$ cat src/rtl/plc_pkg.sv
`default_nettype none

package plc_pkg;

   // operation broadcast to every cell of the chain
   typedef logic [2:0] cell_op_type;

   localparam cell_op_type CELL_HOLD   = 3'd0;
   localparam cell_op_type CELL_INSERT = 3'd1; // open a gap at pos, fill it
   localparam cell_op_type CELL_REMOVE = 3'd2; // close the gap at pos
   localparam cell_op_type CELL_WRITE  = 3'd3; // overwrite the entry at pos
   localparam cell_op_type CELL_ROTATE = 3'd4; // one step left, head wraps to pos

   // command kinds on req_kind; 11 to 15 are spare and ignored
   localparam logic [3:0] K_PUSH_FRONT = 4'd0;
   localparam logic [3:0] K_PUSH_BACK  = 4'd1;
   localparam logic [3:0] K_INSERT     = 4'd2;
   localparam logic [3:0] K_POP_FRONT  = 4'd3;
   localparam logic [3:0] K_POP_BACK   = 4'd4;
   localparam logic [3:0] K_REMOVE     = 4'd5;
   localparam logic [3:0] K_READ       = 4'd6;
   localparam logic [3:0] K_SWAP       = 4'd7;
   localparam logic [3:0] K_ROTATE     = 4'd8;
   localparam logic [3:0] K_COLLIDE    = 4'd9;
   localparam logic [3:0] K_CLEAR      = 4'd10;

   // status codes on rsp_status
   localparam logic [1:0] ST_OK    = 2'd0;
   localparam logic [1:0] ST_RANGE = 2'd1;
   localparam logic [1:0] ST_FULL  = 2'd2;
   localparam logic [1:0] ST_EMPTY = 2'd3;

endpackage

`default_nettype wire

$ cat src/rtl/plc_cell.sv
`default_nettype none

module plc_cell #(
   parameter int CAPACITY   = 256,
   parameter int COORD_BITS = 16
) (
   input  wire                                   clock,
   input  wire  [$clog2(CAPACITY)-1:0]           my_index,
   input  wire  plc_pkg::cell_op_type            op,
   input  wire  [$clog2(CAPACITY)-1:0]           pos,
   input  wire  [$clog2(CAPACITY+1)-1:0]         occ,
   input  wire  [2*COORD_BITS-1:0]               data,
   input  wire  [2*COORD_BITS-1:0]               prev_pt,
   input  wire  [2*COORD_BITS-1:0]               next_pt,
   input  wire  [2*COORD_BITS-1:0]               head_pt,
   input  wire  [2*COORD_BITS-1:0]               next_pass_pt,
   input  wire                                   next_pass_hit,
   output logic [2*COORD_BITS-1:0]               pt,
   output logic [2*COORD_BITS-1:0]               pass_pt,
   output logic                                  pass_hit
);
   import plc_pkg::*;

   localparam int OW = $clog2(CAPACITY + 1);

   logic [2*COORD_BITS-1:0] pt_ff, pt_in;
   logic [2*COORD_BITS-1:0] pass_pt_ff, pass_pt_in;
   logic                    pass_hit_ff, pass_hit_in;
   logic                    valid;

   assign valid = OW'(my_index) < occ;

   always_comb begin
      pt_in = pt_ff;
      unique case (op)
         CELL_INSERT: begin
            if (my_index > pos) begin
               pt_in = prev_pt;
            end else if (my_index == pos) begin
               pt_in = data;
            end
         end
         CELL_REMOVE: begin
            if (my_index >= pos) begin
               pt_in = next_pt;
            end
         end
         CELL_WRITE: begin
            if (my_index == pos) begin
               pt_in = data;
            end
         end
         CELL_ROTATE: begin
            if (my_index < pos) begin
               pt_in = next_pt;
            end else if (my_index == pos) begin
               pt_in = head_pt;
            end
         end
         default: pt_in = pt_ff;
      endcase
   end

   // search wave towards the head: selected entry and running match flag
   assign pass_pt_in  = (my_index == pos) ? pt_ff : next_pass_pt;
   assign pass_hit_in = (valid && (pt_ff == data)) || next_pass_hit;

   always_ff @(posedge clock) begin
      pt_ff       <= pt_in;
      pass_pt_ff  <= pass_pt_in;
      pass_hit_ff <= pass_hit_in;
   end

   assign pt       = pt_ff;
   assign pass_pt  = pass_pt_ff;
   assign pass_hit = pass_hit_ff;

endmodule

`default_nettype wire

$ cat config.mk
export PLATFORM = sky130hd
export DESIGN_NAME = plc_cell
export DESIGN_NICKNAME = d
export VERILOG_FILES = /design/src/rtl/plc_pkg.sv /design/src/rtl/plc_cell.sv
export SDC_FILE = /design/constraint.sdc
export NUM_CORES = 1
export LEC_CHECK = 0
export BUFFER_PORTS_ARGS = -buffer_cell sky130_fd_sc_hd__buf_2
export CELL_PAD_IN_SITES_DETAIL_PLACEMENT = 2
export CELL_PAD_IN_SITES_GLOBAL_PLACEMENT = 2
export CORE_MARGIN = 2
export CORE_UTILIZATION = 26
export CTS_BUF_LIST = sky130_fd_sc_hd__clkbuf_8 sky130_fd_sc_hd__clkbuf_16
export DETAILED_ROUTE_END_ITERATION = 10
export GPL_TIMING_DRIVEN = 0
export PLACE_DENSITY = 0.83
export SYNTH_ARGS = -nofsm -noshare
export SYNTH_HDL_FRONTEND = slang
export SYNTH_SLANG_ARGS = --single-unit
$ cat constraint.sdc
create_clock -name clock -period 8.4 [get_ports clock]
set_clock_uncertainty 0.1 [all_clocks]
set_input_delay 1.68 -clock clock [delete_from_list [all_inputs] [get_ports clock]]
set_output_delay 1.68 -clock clock [all_outputs]
set_load 0.03 [all_outputs]
Yosys cells after proc, flatten, opt, wreduce, memory -nomap -nowiden
Index checks and enable logic that the tools add are counted.
{"block": "totals", "elab_cells": 26, "output_inout_bits": 65, "inputBits": 190, "ff_bits": 65}
{"block": "op_classes", "eq_ne": 8, "mux": 7, "n_reduce_logical": 4, "order_cmp": 4}
{"op": "$mux 32", "n": 6}
{"op": "$pmux 32 s4", "n": 1}
{"op": "$eq 32x32->1", "n": 1}
{"op": "$lt 8x9->1", "n": 1}
{"op": "$eq 8x8->1", "n": 1}
{"op": "$ge 8x8->1", "n": 1}
{"op": "$gt 8x8->1", "n": 1}
{"op": "$lt 8x8->1", "n": 1}
{"op": "$eq 3x2->1 const B", "n": 2}
{"op": "$reduce_bool 4->1", "n": 1}
{"op": "$eq 3x1->1 const B", "n": 1}
{"op": "$eq 3x3->1 const B", "n": 1}
{"op": "$ne 3x3->1 const B", "n": 1}
{"op": "$reduce_and 3->1", "n": 1}
{"op": "$ne 2x2->1 const B", "n": 1}
{"op": "$logic_and 1x1->1", "n": 1}
{"op": "$logic_or 1x1->1", "n": 1}

Depth between registers and ports, before layout
{"block": "depth", "word_depth": 4, "ltp_mapped": 10, "depth_no_buf": 8}

Worst setup path after synthesis
No wires, ideal clock.
{"block": "synth_timing", "path_kind": "input to register", "from": "input port pos[6]", "to": "register pt_ff[0] (netlist: pt[0]), enable pin", "cell_stages": 10, "n_path_buf": 2, "t_required_ps": 7868, "setup_slack_ps": 3289, "setup_ps": 432, "t_arrival_ps": 4579, "path_cell_list": "inv_1 > ha_1 > a21oi_1 > nand2_1 > a21oi_4 > nand2_2 > buf_6 > buf_6 > a21bo_1 > a21oi_1"}
{"block": "synth_between", "elab_chain_len": 3, "word_cells_on_any_way": 6, "classes_between": "order compare: 2; eq/ne: 3; reduce/logical: 1"}
{"item": "from (decl)", "line": "plc_cell.sv:10", "rtl": "input wire [$clog2(CAPACITY)-1:0] pos,"}
{"item": "$lt 8x8->1 (tied with other cells)", "line": "plc_cell.sv:54", "rtl": "if (my_index < pos) begin"}
{"item": "$ne 3x3->1 (no line) or $ne 2x2->1 (tied branches)"}
{"item": "$reduce_and 3->1 (no line) *"}
{"item": "to (signal assigned)", "line": "plc_cell.sv:69", "rtl": "pt_ff <= pt_in;"}
{"item": "to (decl)", "line": "plc_cell.sv:26", "rtl": "logic [2*COORD_BITS-1:0] pt_ff, pt_in;"}
Mark *: on every way between the ends. The rest lies on a longest branch, timed or not.
A chain may end at the register's enable or synchronous reset.

Final worst setup path
{"block": "layout_timing", "from": "input port my_index[1]", "to": "register pt_ff[29] (netlist: pt[29]), enable pin"}
{"block": "layout_between", "elab_chain_len": 3, "word_cells_on_any_way": 6, "classes_between": "order compare: 2; eq/ne: 3; reduce/logical: 1"}
{"item": "from (decl)", "line": "plc_cell.sv:8", "rtl": "input wire [$clog2(CAPACITY)-1:0] my_index,"}
{"item": "$lt 8x8->1 (tied with other cells)", "line": "plc_cell.sv:54"}
{"item": "$ne 3x3->1 (no line) or $ne 2x2->1 (tied branches)"}
{"item": "$reduce_and 3->1 (no line) *"}
Marks and branches as above.

==> flow_summary.toml <==
[route]
firstDrtPassIters = 5
wl_per_cell_um = 22.8
ant_nets = 0
vias = 5828
drtIter0Drc = 325
drc_errors = 0
routed_via_density = 5.25
wirelength_um = 25300

[timing]
tightest_slew_ns = 0.684
fin_hold_ws_ns = 0.484
fmax_mhz = 235
period_share = 0.508
grt_setup_unrepaired = "false"
finalSetupViolCount = 0
max_slew_margin = 0.544
slew_viol_final = 0
timing.final.crit_period_ns = 4.26
hold_violations = 0
final.setup.tns_ns = 0

[cells_and_area]
multi_input_area_sq_um = 2980
finalCoreUtilization = 0.369
fillers = 2214
fin_cells = 1111
final_nets = 1076
drive_above_1_share = 0.357
area.sequential_sq_um = 1620
syn_to_final_growth_pct = 39.8

[floorplan]
dieHeight_um = 141
start_util = 0.264
core_sq_um = 18600
rows = 50
ios = 255
die_x_um = 141
dieArea_sq_um = 20000

[power_and_ir_drop]
power.density_nw_per_um2 = 190
irDropWorstVdd_v = 0.0000824
leakagePower_uw = 0.00322

[setup_path]
critPathBufInv = 4
cp.required_ns = 8.35
crit_path_start_kind = "primary input"
max_stage_delay_ns = 0.53
worstPathMaxFanout = 20
path_class = "primary input to register"
crit_path_end_kind = "register"
worst_ep_arrival_time_ns = 4.22
crit_chain = "buf_2 -> ha_1 -> nor2b_1 -> o211ai_1 -> a21o_2 -> nand2_2 -> buf_6 -> buf_6 -> a21bo_1 -> a21oi_4 -> buf_12"
crit_family = "compound AO/OA/AOI/OAI gates"
crit_path_top_delay_cell = "a21oi_4"
cpMostUsedCell = "buf_6"

[synthesis]
yosysMostFrequentCell = "nand2_1"
synthArstFlopShare = 0
syn_area_per_cell_sq_um = 8.10
synth_edf_count = 32
syn_inst = 605
synth_top_area_cell = "edfxtp_1"
yosys_warnings = 0
synth_nets = 810
synth_area_leaders = "edfxtp_1 (20%), dfxtp_1 (13%), nand2_1 (13%), a21oi_1 (7.2%), mux2i_1 (6.5%)"
ys.flop_type = "dfxtp_1"
ys_seq_area_frac = 0.331
synth_cell_type_count = 36
yosys_register_bits = 65
synth_common_cells = "nand2_1 (165), a21oi_1 (70), o21ai_0 (35), dfxtp_1 (33)"
yosys.area.top_type_share = 0.196
syn_area_sq_um = 4900

[hold_path]
hp-class = "register to register"

[clock_tree]
cts_hold_buf = 0
cts_setup_buffers = 0
ctsResizeCount = 0
clk_pin_slew_ns = 0.06
root_buffer = "clkbuf_16"
clock-sinks = 65
clockBufferDepth = 2
insertion_delay_ns = 0.35
cts_tree = "done"
htreeDepth = 3
cts_made_buffers = 9

[run_status]
outcome = "completed"

[flow_run]
max-cap-violations = 0

[placement]
hpwl_um = 19500
gp_congestion = 0.787
placed_cells = 1094
port_buffers = 254

[grt]
grt_pass1_wl_um = 38200
grt_pass1_vias = 6422
grt_max_degree = 21
overflow = 0
grt_usage = 0.252
antenna_found_initial = 2
==> kinds of logic after synthesis <==
group                      Yosys count  synth area share
buffers and inverters               63            0.0626
DFF                                 65             0.331
xor gates and xnor gates            32            0.0572
adders and majority gates           15            0.0383
AOI/OAI and AO/OA                  177             0.249
and+or+nand+nor                    221             0.197
muxes                               32            0.0654
==> report_power, final <==
part	switching (uW)	total (uW)	internal [uW]
clock	168	463	294
sequential	44.7	424	379
combinational	248	413	166
total	461	1300	839
==> layout by cell type, fill, tap and decap left out, types with 2 or more instances in the layout <==
master	count
a211oi_1	12
a211oi_2	20
a21oi_1	69
a21oi_4	2
a31oi_1	2
and3_1	32
buf_1	3
buf_2	262
buf_4	4
buf_6	6
bufinv_16	2
clkbuf_1	26
clkbuf_16	10
clkbuf_8	2
dfxtp_1	33
edfxtp_1	32
ha_1	15
inv_1	17
mux2i_1	32
nand2_1	165
nand4_1	9
nor2b_1	5
nor3_1	2
nor4_1	2
o21ai_0	35
o221ai_1	32
xnor2_1	29
xor2_1	3
==> path summary, 6_finish.rpt <==
path / slack (ns) / startpoint / depth (start not counted) / endpoint
hold / removal: 0.48 / pt[8] / 2 / pass_pt[8]
setup / recovery: 4.14 / my_index[1] / 11 / pt[29]
setup reg to reg: 6.63 / pt[2] / 4 / pass_hit
hold reg to reg: 0.48 / pt[8] / 2 / pass_pt[8]
==> layout make-up <==
class | count | area share
inverters | 16 | 0.00877
multi-input cells | 477 | 0.436
well taps | 234 | 0.0428
repair buffers | 255 | 0.189
clock inverters | 4 | 0.0106
clock buffers | 12 | 0.0406
flip-flops and latches | 65 | 0.237
plain buffers | 47 | 0.0360
diodes | 1 | 0.000365
==> sequential cells by signal (all words and copies together), names as in the netlist <==
name      flops
pass_pt      32
pass_hit      1
pt           32
==> stage by stage <==
| stage | setup WS, ns | total power (uW) | cell area (sq um) |
|---|---|---|---|
| 3_3_place_gp | 1.49 | 827 | 6460 |
| 6_report | 4.14 | 1300 | 6850 |
| 5_1_grt | 3.99 | 1350 | 6850 |
| 4_1_cts | 4.10 | 1310 | 6850 |
| 2_1_floorplan | 3.29 | 668 | 4900 |
| 3_5_place_dp | 3.76 | 841 | 6490 |
==> worst reg2reg max path, delay by kind of cell, from the launching register on <==
family / cells / cell delay [ns]
flops: 1 / 0.49
compound gates: 1 / 0.21
simple gates: 2 / 0.61
xor+xnor: 1 / 0.31
==> routing by layer <==
layer	routed length, um	GRT usage	vias up
li1	-	-	2710
met1	11000	0.333	2882
met2	12500	0.431	205
met3	1240	0.0351	31
met4	458	0.0716	0
met5	0	0	-
No activity file was read; power rests on OpenSTA's default activity.
